### src/rtl/mssq_pkg.sv
// ----------------------------------------------------------------------------
// mssq_pkg
// Types and constants shared by the stepper position sequencer modules.
// ----------------------------------------------------------------------------
package mssq_pkg;

  localparam int MAX_LANES  = 4;    // masks and enable register are 4 bits wide
  localparam int POS_W      = 32;
  localparam int IVL_W      = 20;
  localparam int MASK_W     = 4;

  typedef logic [1:0]       kind_t;
  typedef logic [1:0]       motor_idx_t;
  typedef logic [1:0]       cfg_index_t;
  typedef logic [IVL_W-1:0] interval_t;
  typedef logic [POS_W-1:0] pos_t;
  typedef logic [MASK_W-1:0] mask_t;

  localparam kind_t KIND_SET_TARGET = 2'd0;
  localparam kind_t KIND_TICK       = 2'd1;
  localparam kind_t KIND_STOP_ALL   = 2'd2;

  localparam cfg_index_t CFG_ENABLE_MASK  = 2'd0;
  localparam cfg_index_t CFG_MIN_INTERVAL = 2'd1;
  localparam cfg_index_t CFG_MAX_INTERVAL = 2'd2;

  localparam mask_t     RESET_ENABLE_MASK  = 4'd0;
  localparam interval_t RESET_MIN_INTERVAL = 20'd100;
  localparam interval_t RESET_MAX_INTERVAL = 20'd20000;
  localparam interval_t RESET_INTERVAL     = 20'd5000;

  // Item in the input register, broadcast to every motor lane
  typedef struct packed {
    logic       fire;       // item leaves the input register this cycle
    kind_t      kind;
    motor_idx_t motor_index;
    pos_t       target;
    logic       req_nonzero;
    interval_t  interval;   // request already clamped to the limits
    mask_t      enable_mask;
  } item_ctrl_t;

  // Per-motor state as it stands after the item has acted
  typedef struct packed {
    logic      step;
    logic      reverse;
    logic      active;
    interval_t interval;
    pos_t      position;
  } lane_out_t;

  typedef struct packed {
    mask_t     step_mask;
    mask_t     direction_mask;
    mask_t     finished_mask;
    interval_t timer_period;
    logic      timer_running;
    pos_t      position_readout;
  } summary_t;

endpackage

### src/rtl/multi_stepper_position_sequencer_core.sv
// ----------------------------------------------------------------------------
// multi_stepper_position_sequencer_core
// Step/direction sequencer for up to four stepper motors.
//
// Input stream (s_*): one item per command. tuser carries the kind (set
// target, tick, stop all); tdata carries motor index, target position and
// requested interval. Output stream (m_*): one result per input item with
// step, direction and finished masks, timer period, running flag and the
// position of the addressed motor, taken after the item has acted.
// Configuration (cfg_*): enable mask, minimum and maximum interval; the user
// must see that they are written only while the streams are idle, as the
// block does not enforce it. An accepted item lands in an input register;
// from there the lane update and summary are loaded into the output register.
// Throughput is one item per cycle while the receiver does not stall; the
// motor lanes, up to four, update in parallel.
// Reset clears all positions and counts, sets every interval to 5000 us and
// loads the register defaults. When the receiver stalls, the result holds in
// the output register and one further item waits in the input register;
// s_tready then drops until the result is taken.
// ----------------------------------------------------------------------------
module multi_stepper_position_sequencer_core #(
  parameter int NUM_MOTORS = 4
) (
  input  logic        clk,
  input  logic        rst,
  // configuration
  input  logic        cfg_we,
  input  logic [1:0]  cfg_index,
  input  logic [19:0] cfg_wdata,
  // input items
  input  logic        s_tvalid,
  output logic        s_tready,
  input  logic [55:0] s_tdata,   // [1:0] motor_index, [33:2] target_position,
                                 // [53:34] interval_request, [55:54] zero
  input  logic [1:0]  s_tuser,   // [1:0] kind
  // result items
  output logic        m_tvalid,
  input  logic        m_tready,
  output logic [71:0] m_tdata    // [3:0] step_mask, [7:4] direction_mask,
                                 // [11:8] finished_mask, [31:12] timer_period,
                                 // [32] timer_running, [64:33] position_readout,
                                 // [71:65] zero
);
  import mssq_pkg::*;

  localparam int NACT = (NUM_MOTORS < MAX_LANES) ? NUM_MOTORS : MAX_LANES;

  mask_t     enable_mask;
  interval_t min_interval;
  interval_t max_interval;

  logic       in_valid;
  kind_t      in_kind;
  motor_idx_t in_index;
  pos_t       in_target;
  interval_t  in_request;

  logic       advance;
  logic       fire;
  interval_t  clamped;
  item_ctrl_t ctrl;
  lane_out_t  lanes [NACT];
  summary_t   summary;

  always_ff @(posedge clk) begin
    if (rst) begin
      enable_mask  <= RESET_ENABLE_MASK;
      min_interval <= RESET_MIN_INTERVAL;
      max_interval <= RESET_MAX_INTERVAL;
    end else if (cfg_we) begin
      unique case (cfg_index)
        CFG_ENABLE_MASK:  enable_mask  <= cfg_wdata[MASK_W-1:0];
        CFG_MIN_INTERVAL: min_interval <= cfg_wdata;
        CFG_MAX_INTERVAL: max_interval <= cfg_wdata;
        default: begin
        end
      endcase
    end
  end

  assign advance  = !m_tvalid || m_tready;
  assign fire     = in_valid && advance;
  assign s_tready = !in_valid || advance;

  always_ff @(posedge clk) begin
    if (rst) begin
      in_valid <= 1'b0;
    end else if (s_tready) begin
      in_valid <= s_tvalid;
    end
  end

  always_ff @(posedge clk) begin
    if (s_tvalid && s_tready) begin
      in_kind    <= s_tuser;
      in_index   <= s_tdata[1:0];
      in_target  <= s_tdata[33:2];
      in_request <= s_tdata[53:34];
    end
  end

  // min checked first: crossed limits give min below min_interval, else max
  always_comb begin
    if (in_request < min_interval) begin
      clamped = min_interval;
    end else if (in_request > max_interval) begin
      clamped = max_interval;
    end else begin
      clamped = in_request;
    end
  end

  assign ctrl.fire        = fire;
  assign ctrl.kind        = in_kind;
  assign ctrl.motor_index = in_index;
  assign ctrl.target      = in_target;
  assign ctrl.req_nonzero = (in_request != '0);
  assign ctrl.interval    = clamped;
  assign ctrl.enable_mask = enable_mask;

  for (genvar g = 0; g < NACT; g++) begin : g_lane
    mssq_lane #(
      .LANE (g)
    ) u_lane (
      .clk  (clk),
      .rst  (rst),
      .ctrl (ctrl),
      .lane (lanes[g])
    );
  end

  mssq_summary #(
    .NACT (NACT)
  ) u_summary (
    .lanes       (lanes),
    .motor_index (in_index),
    .summary     (summary)
  );

  always_ff @(posedge clk) begin
    if (rst) begin
      m_tvalid <= 1'b0;
    end else if (advance) begin
      m_tvalid <= in_valid;
    end
  end

  always_ff @(posedge clk) begin
    if (fire) begin
      m_tdata <= {7'd0,
                  summary.position_readout,
                  summary.timer_running,
                  summary.timer_period,
                  summary.finished_mask,
                  summary.direction_mask,
                  summary.step_mask};
    end
  end

endmodule

### src/rtl/mssq_lane.sv
// ----------------------------------------------------------------------------
// mssq_lane
// State of one motor: position, steps left, direction and step interval,
// with the next-state logic for set target, tick and stop all.
// ----------------------------------------------------------------------------
module mssq_lane #(
  parameter int LANE = 0
) (
  input  logic                    clk,
  input  logic                    rst,
  input  mssq_pkg::item_ctrl_t    ctrl,
  output mssq_pkg::lane_out_t     lane
);
  import mssq_pkg::*;

  pos_t      position, position_next;
  pos_t      steps_left, steps_left_next;
  logic      reverse, reverse_next;
  interval_t step_interval, step_interval_next;

  logic        enabled;
  logic        selected;
  logic [32:0] diff;
  logic [32:0] diff_neg;
  logic        step;

  assign enabled  = ctrl.enable_mask[LANE];
  assign selected = enabled && (ctrl.motor_index == 2'(LANE));
  // target - position at 33 bits, both sign-extended
  assign diff     = {ctrl.target[POS_W-1], ctrl.target} - {position[POS_W-1], position};
  assign diff_neg = ~diff + 33'd1;

  always_comb begin
    position_next      = position;
    steps_left_next    = steps_left;
    reverse_next       = reverse;
    step_interval_next = step_interval;
    step               = 1'b0;
    case (ctrl.kind)
      KIND_SET_TARGET: begin
        if (selected) begin
          if (ctrl.req_nonzero) begin
            step_interval_next = ctrl.interval;
          end
          reverse_next    = diff[32];
          steps_left_next = diff[32] ? diff_neg[POS_W-1:0] : diff[POS_W-1:0];
        end
      end
      KIND_TICK: begin
        if (enabled && steps_left != '0) begin
          step            = 1'b1;
          position_next   = reverse ? position - 32'd1 : position + 32'd1;
          steps_left_next = steps_left - 32'd1;
        end
      end
      KIND_STOP_ALL: begin
        steps_left_next = '0;
      end
      default: begin
      end
    endcase
  end

  always_ff @(posedge clk) begin
    if (rst) begin
      position      <= '0;
      steps_left    <= '0;
      reverse       <= 1'b0;
      step_interval <= RESET_INTERVAL;
    end else if (ctrl.fire) begin
      position      <= position_next;
      steps_left    <= steps_left_next;
      reverse       <= reverse_next;
      step_interval <= step_interval_next;
    end
  end

  assign lane.step     = step;
  assign lane.reverse  = reverse_next;
  assign lane.active   = enabled && (steps_left_next != '0);
  assign lane.interval = step_interval_next;
  assign lane.position = position_next;

endmodule

### src/rtl/mssq_summary.sv
// ----------------------------------------------------------------------------
// mssq_summary
// Folds the lane states into the result: masks, shortest active interval,
// running flag and the position of the addressed motor.
// ----------------------------------------------------------------------------
module mssq_summary #(
  parameter int NACT = 4
) (
  input  mssq_pkg::lane_out_t  lanes [NACT],
  input  mssq_pkg::motor_idx_t motor_index,
  output mssq_pkg::summary_t   summary
);
  import mssq_pkg::*;

  always_comb begin
    summary = '0;
    for (int i = 0; i < NACT; i++) begin
      summary.step_mask[i]      = lanes[i].step;
      summary.direction_mask[i] = lanes[i].reverse;
      summary.finished_mask[i]  = !lanes[i].active;
      // first active motor seeds the minimum
      if (lanes[i].active &&
          (!summary.timer_running || lanes[i].interval < summary.timer_period)) begin
        summary.timer_period  = lanes[i].interval;
        summary.timer_running = 1'b1;
      end
      // index beyond the motors present leaves the readout at zero
      if (motor_index == 2'(i)) begin
        summary.position_readout = lanes[i].position;
      end
    end
  end

endmodule
### config.mk
export PLATFORM = sky130hd
export DESIGN_NAME = multi_stepper_position_sequencer_core
export DESIGN_NICKNAME = d
export VERILOG_FILES = /design/src/rtl/mssq_pkg.sv /design/src/rtl/multi_stepper_position_sequencer_core.sv /design/src/rtl/mssq_lane.sv /design/src/rtl/mssq_summary.sv
export SDC_FILE = /design/constraint.sdc
export NUM_CORES = 2
export LEC_CHECK = 0
export BUFFER_PORTS_ARGS = -buffer_cell sky130_fd_sc_hd__buf_4
export CAP_MARGIN = 20
export CORE_ASPECT_RATIO = 0.75
export CORE_UTILIZATION = 38
export CTS_CLUSTER_DIAMETER = 200
export DETAILED_ROUTE_END_ITERATION = 8
export PLACE_DENSITY_LB_ADDON = 0.3
export SLEW_MARGIN = 20
export SYNTH_ARGS = -nofsm -noshare
export SYNTH_HDL_FRONTEND = slang
export SYNTH_SLANG_ARGS = --single-unit
### constraint.sdc
create_clock -name clk -period 13.66 [get_ports clk]
set_input_delay 1.366 -clock clk [delete_from_list [all_inputs] [get_ports clk]]
set_output_delay 1.366 -clock clk [all_outputs]
set_load 0.01 [all_outputs]
[Word level (Yosys, flattened, before mapping)]
Index checks and enable logic that the tools add are counted.
Operators by class
  equal/unequal tests: 7
  multipliers: 0
  reduce and logical (&&, ||, !) cells: 46
  add/sub/neg operators: 20
  magnitude comparators: 5
  div/mod/pow operators: 0
  bitwise operators: 4
  shift-type cells: 0
  mux-type cells: 62
Operators by type and width (count)
  $mux 32: 28
  $pmux 32 s3: 4
  $mux 20: 14
  $add 32x1->32 const B: 8
  $reduce_bool 32->1: 8
  $sub 32x1->32 const B: 8
  $sub 32x32->33: 4
  $not 32->32: 4
  $mux 21: 4
  $lt 20x20->1: 4
  $gt 20x20->1: 1
  $reduce_bool 20->1: 1
  $logic_and 1x1->1: 17
  $mux 1: 12
  $logic_not 1->1: 9
  $eq 2x2->1 const B: 4
  $eq 2x1->1 const B: 3
  $logic_not 2->1: 3
  $reduce_and 2->1: 3
  $logic_or 1x1->1: 5
Word-level totals
  register bits after elaboration: 507
  input bits: 85
  memories: 0
  ROM bits: 0
  latch bits: 0
  memory bits (writable): 0
  word-level logic and storage cells: 172

[Depth between registers and ports, before layout]
  depth after elaboration: 21
  depth in mapped cells: 71

[Hierarchy]
A second synthesis with hierarchy kept.
Second synthesis, totals
  cells, all modules: 6213
  area total of the unflattened synthesis: 48227.5 sq um
Modules (own cells, without submodules)
  mssq_lane at g_lane[3].u_lane: area an instance 9556.7 sq um, sequential area each 1701.6 sq um, cells an instance 1319, instances 1
  mssq_lane at g_lane[1].u_lane: area an instance 9527.9 sq um, sequential area each 1701.6 sq um, cells an instance 1328, instances 1
  mssq_lane at g_lane[0].u_lane: area an instance 9464.1 sq um, sequential area each 1701.6 sq um, cells an instance 1315, instances 1
  mssq_lane at g_lane[2].u_lane: area an instance 9308.9 sq um, sequential area each 1701.6 sq um, cells an instance 1272, instances 1
  multi_stepper_position_sequencer_core: area an instance 7169.4 sq um, sequential area each 4554.4 sq um, cells an instance 612, instances 1
  mssq_summary: area an instance 3200.6 sq um, sequential area each 0.0 sq um, cells an instance 367, instances 1

[Worst setup path after synthesis]
No wires, ideal clock.
  path kind: flip-flop to flip-flop
  start point: reg in_target[1]
  end point: reg m_tdata[15], data pin
  cell stages (with the launch flop): 69
  arrival: 11806 ps
  clock period less this slack: 12072 ps
  data required time: 13394 ps
  library setup time: 266 ps
  setup slack: 1588 ps
  path through: edfxtp_1 -> inv_1 -> fa_1 -> nor2b_1 -> o22ai_1 -> xor2_1 -> o2111a_1 -> nor4b_1 -> nand4_1 -> a2111oi_1 -> a21oi_1 -> xnor2_1 -> a211oi_1 -> nand4_1 -> a2111oi_0 -> nand4_1 -> o21ai_1 -> clkbuf_1 -> [33 not listed] -> buf_6 -> mux2i_1 -> ha_1 -> a21oi_1 -> nor2b_1 -> o21ai_0 -> nand2b_1 -> a21oi_1 -> nor2b_1 -> o21ai_0 -> nand2b_1 -> a221o_1 -> a21o_1 -> a21oi_1 -> nor2_1 -> a211oi_2 -> buf_6 -> mux2i_1
RTL lines
  start: declaration: RTL line multi_stepper_position_sequencer_core.sv:55  | pos_t in_target;
  start signal: assignment: RTL line multi_stepper_position_sequencer_core.sv:97  | in_target <= s_tdata[33:2];
  end signal: assignment: RTL line multi_stepper_position_sequencer_core.sv:150  | m_tdata <= {7'd0,
  end: declaration: RTL line multi_stepper_position_sequencer_core.sv:39  | output logic [71:0] m_tdata

==> reports/results.md <==
| Metric | This run |
| --- | --- |
| Global placement routability congestion | 1.02 |
| Number of violations reported at the end of detailed-routing iteration 0 | 5,210 |
| Worst Hold Path EP | max_interval[16]$_SDFFE_PP0P_ |
| Class of the tightest hold or removal check | flip-flop to flip-flop |
| Hold bufs inserted after CTS | 0 |
| Endpoint class of the critical path | flip-flop |
| Capturing point of the worst reg2reg path | m_tdata[23]$_DFFE_PP_ |
| Period utilization | 0.938 |
| Initial standard-cell utilization of the core | 0.383 |
| CTS Root Buffer Type | sky130_fd_sc_hd__clkbuf_16 |
| Row Count | 110 |
| Post-route ant nets | 0 |
| Max Clock Freq | 78.1 MHz |
| Drt wl/cell | 21.7 µm |
| Number of flip-flops and latches in the synthesized netlist | 507 |
| Height of the chip | 304 µm |
| Cell repeated most along the worst path | sky130_fd_sc_hd__a21oi_1 |
| Standby leakage power | 19.9 nW |
| Worst r2r src | in_target[11]$_DFFE_PP_ |
| Power density over cell area | 92.2 nW/µm² |
| Worst Path Arrival | 13,370 ps |
| Number of remaining DRC errors | 0 |
| Total routing usage reported by global routing | 0.272 |
| Total iterations of the first detailed-routing run | 6 |
| Commonest non-fill, non-tap cell in the layout | sky130_fd_sc_hd__nor2_1 |
| Normalized max-slew margin | 0.141 |
| Min Clock Period, post-route | 12,810 ps |
| Die footprint | 123,000 µm² |
| Placed cell areas | 49,100 µm² |
| Worst setup path class | flip-flop to flip-flop |
| Reg clk slew, reported paths | 70 ps |
| Maximum number of pins on one net before global-route repair | 106 |
| Growth of design area from synthesis to finish | 12.1% |
| Power, Total | 4.76 mW |
| Reg-to-reg setup timing slack | 850 ps |
| Source of the worst hold timing path | max_interval[16]$_SDFFE_PP0P_ |
| Number of antenna violations at the first check in global routing | 3 |
| Transition time at the pin with the least slew margin | 1270 ps |
| Critical Path Start Type | flip-flop |
| Number of levels in the clock H-tree | 2 |
| Number of hold violations in the final report | 0 |
| Max Buffers Root-to-Sink | 3 |
| CTS tree | yes |
| Status | completed |
| Post-Syn Instances | 6,245 |
| Average vias per placed instance | 6.00 |
| Top cell type's share of synthesized area | 0.168 |
| Warnings from Yosys | 0 |
| Data required time at the worst endpoint | 14,220 ps |
| Setup TNS Final | 0 ps |
| Total overflow reported by the global router | 0 |
| Worst-path maximum fanout | 17 |
| Dominant cells by area after synthesis | sky130_fd_sc_hd__dfxtp_1 17%, sky130_fd_sc_hd__ha_1 9.6%, sky130_fd_sc_hd__edfxtp_1 7.9%, sky130_fd_sc_hd__a21oi_1 6.2%, sky130_fd_sc_hd__nor2_1 6.1% |
| Count of pins over their slew limit | 0 |
| # nets final | 6,745 |
| Layout cells sized above 1 | 0.0907 |
| Top FF cell, synth | sky130_fd_sc_hd__dfxtp_1 |
| Final Routed Wirelength | 173,000 µm |
| MaxCap Viol Count | 0 |
| Crit-path slowest cell | sky130_fd_sc_hd__edfxtp_1 |
| Part of the Yosys area used for sequential elements | 0.247 |
| Slowest Stage Delay on Critical Path | 600 ps |
| Final setup vio count | 0 |
| Final HPWL DP | 132,000 µm |
| Max Clock Skew | 64.7 ps |
| Count of cell types in the netlist | 102 |
| CTS Buf Count | 60 |
| Die extent in x | 404 µm |
| CORE AREA | 120,000 µm² |
| # clock sinks | 507 |
| Final instance area | 51,600 µm² |
| Synthesized area divided by synthesized cell count | 7.38 µm² |
| Number of I/O pins | 159 |
| Commonest cells after routing, fill and taps aside | 742 x sky130_fd_sc_hd__nor2_1, 697 x sky130_fd_sc_hd__nand2_1, 568 x sky130_fd_sc_hd__a21oi_1 |
| Via count of the first global-routing pass | 42,600 |
| Skew-Pair Late Insertion Delay | 730 ps |
| Area leader, netlist | sky130_fd_sc_hd__dfxtp_1 |
| Proportion of register bits with asynchronous set or reset after synthesis | 0 |
| Depth of the worst hold-timing path | 2 |
| Count of buffers inserted at the top-level ports | 149 |
| IR Drop Worst-Case VDD | 0.109 mV |
| First-pass GRT wire length | 259,000 µm |
| Post-synth EDFFs | 121 |
| Total via count after detailed routing | 47,800 |
| Reg2reg path depth | 65 |
| Combined area of all synthesized cells | 46,100 µm² |
## flip-flops by register name, indices dropped and copies added, names as in the netlist, 20 cells and up
name,count
g_lane.u_lane.position,128
g_lane.u_lane.step_interval,80
g_lane.u_lane.steps_left,128
in_request,20
in_target,32
m_tdata,65
max_interval,20
min_interval,20
## worst max path at each step
stage	from	to	slack (ps)	cells after the start
3_5_place_dp	g_lane[0].u_lane.position[0]$_SDFFE_PP0P_	m_tdata[14]$_DFFE_PP_	560	68
4_1_cts	g_lane[0].u_lane.position[0]$_SDFFE_PP0P_	m_tdata[14]$_DFFE_PP_	510	68
3_3_place_gp	g_lane[0].u_lane.position[0]$_SDFFE_PP0P_	m_tdata[21]$_DFFE_PP_	600	68
6_report	in_target[11]$_DFFE_PP_	m_tdata[23]$_DFFE_PP_	850	65
2_1_floorplan	in_target[1]$_DFFE_PP_	m_tdata[15]$_DFFE_PP_	1590	68
5_1_grt	g_lane[0].u_lane.position[4]$_SDFFE_PP0P_	m_tdata[17]$_DFFE_PP_	-50	68
## critical path, delay by kind of cell (launching register included)
family / cells / cell delay (ps)
xor+xnor: 1 / 190
flops: 1 / 600
simple gates: 20 / 2500
buf+inv: 5 / 810
compound gates: 33 / 6720
fa+ha+maj: 4 / 1290
mux: 2 / 510
## report_power, final
group | switching [mW] | internal (mW) | total, mW
registers | 0.0746 | 1.61 | 1.68
logic | 0.855 | 0.475 | 1.33
clock network | 0.769 | 0.978 | 1.75
total | 1.70 | 3.06 | 4.76
## timing repair
| item | 4_1_cts | 5_1_grt |
|---|---|---|
| resized for setup | 0 | 56 |
| setup endpoints to repair | 0 | 20 |
| buffers inserted | 0 | 16 |
## per-layer routing
| metal | part of all wire | GRT usage | vias up |
|---|---|---|---|
| met5 | 0.00019 | 0 | - |
| met4 | 0.023 | 0.0644 | 4 |
| met3 | 0.12 | 0.0765 | 229 |
| met2 | 0.40 | 0.389 | 2009 |
| met1 | 0.46 | 0.398 | 22700 |
| li1 | - | - | 22900 |
## synthesized netlist by cell type (60+ instances only)
cell type                    n
sky130_fd_sc_hd__nor4_1     60
sky130_fd_sc_hd__xor2_1     96
sky130_fd_sc_hd__o211ai_1   81
sky130_fd_sc_hd__or3_1      68
sky130_fd_sc_hd__inv_1     347
sky130_fd_sc_hd__a21oi_1   571
sky130_fd_sc_hd__ha_1      355
sky130_fd_sc_hd__a21o_1    157
sky130_fd_sc_hd__nor2_1    746
sky130_fd_sc_hd__clkbuf_1  282
sky130_fd_sc_hd__nor3_1    211
sky130_fd_sc_hd__nand4_1    69
sky130_fd_sc_hd__edfxtp_1  121
sky130_fd_sc_hd__nand2_1   699
sky130_fd_sc_hd__a211oi_1  243
sky130_fd_sc_hd__nand3_1   109
sky130_fd_sc_hd__dfxtp_1   386
sky130_fd_sc_hd__nand2b_1   89
sky130_fd_sc_hd__o21ai_0   369
sky130_fd_sc_hd__xnor2_1   200
sky130_fd_sc_hd__a31oi_1    67
## logic make-up (layout without fill, tap and decap cells)
group,count (synthesis),count (layout),synth area share
AO/OA/AOI/OAI,1947,1947,0.274
XOR/XNOR,296,296,0.0563
adder cells (fa/ha/maj),363,363,0.0999
buffers and inverters,676,774,0.0567
flip-flops,507,507,0.247
multiplexers,92,92,0.0266
other,1,13,0.0000814
AND/OR/NAND/NOR,2363,2363,0.240
## per-stage QoR
stage                     cells  hold WS [ps]  setup WS, ps  utilization
after floorplan            6251           435          1590            -
final                      7979           457           853        0.430
after global placement     7842           442           598        0.409
after detailed placement   7842           449           556        0.409
after global routing       7973           479         -51.4        0.430
after CTS                  7956           459           507        0.426
## layout make-up
class,instances,area (µm²)
Timing Repair Buffer,310,2410
Antenna cell,6,15.0
Tap cell,1624,2030
Sequential cell,507,11400
Fill cell,12100,68500
Multi-Input combinational cell,5068,32400
Inverter,350,1320
Clock buffer,77,1620
Clock inverter,37,463
No activity file was read; power rests on OpenSTA's default activity.
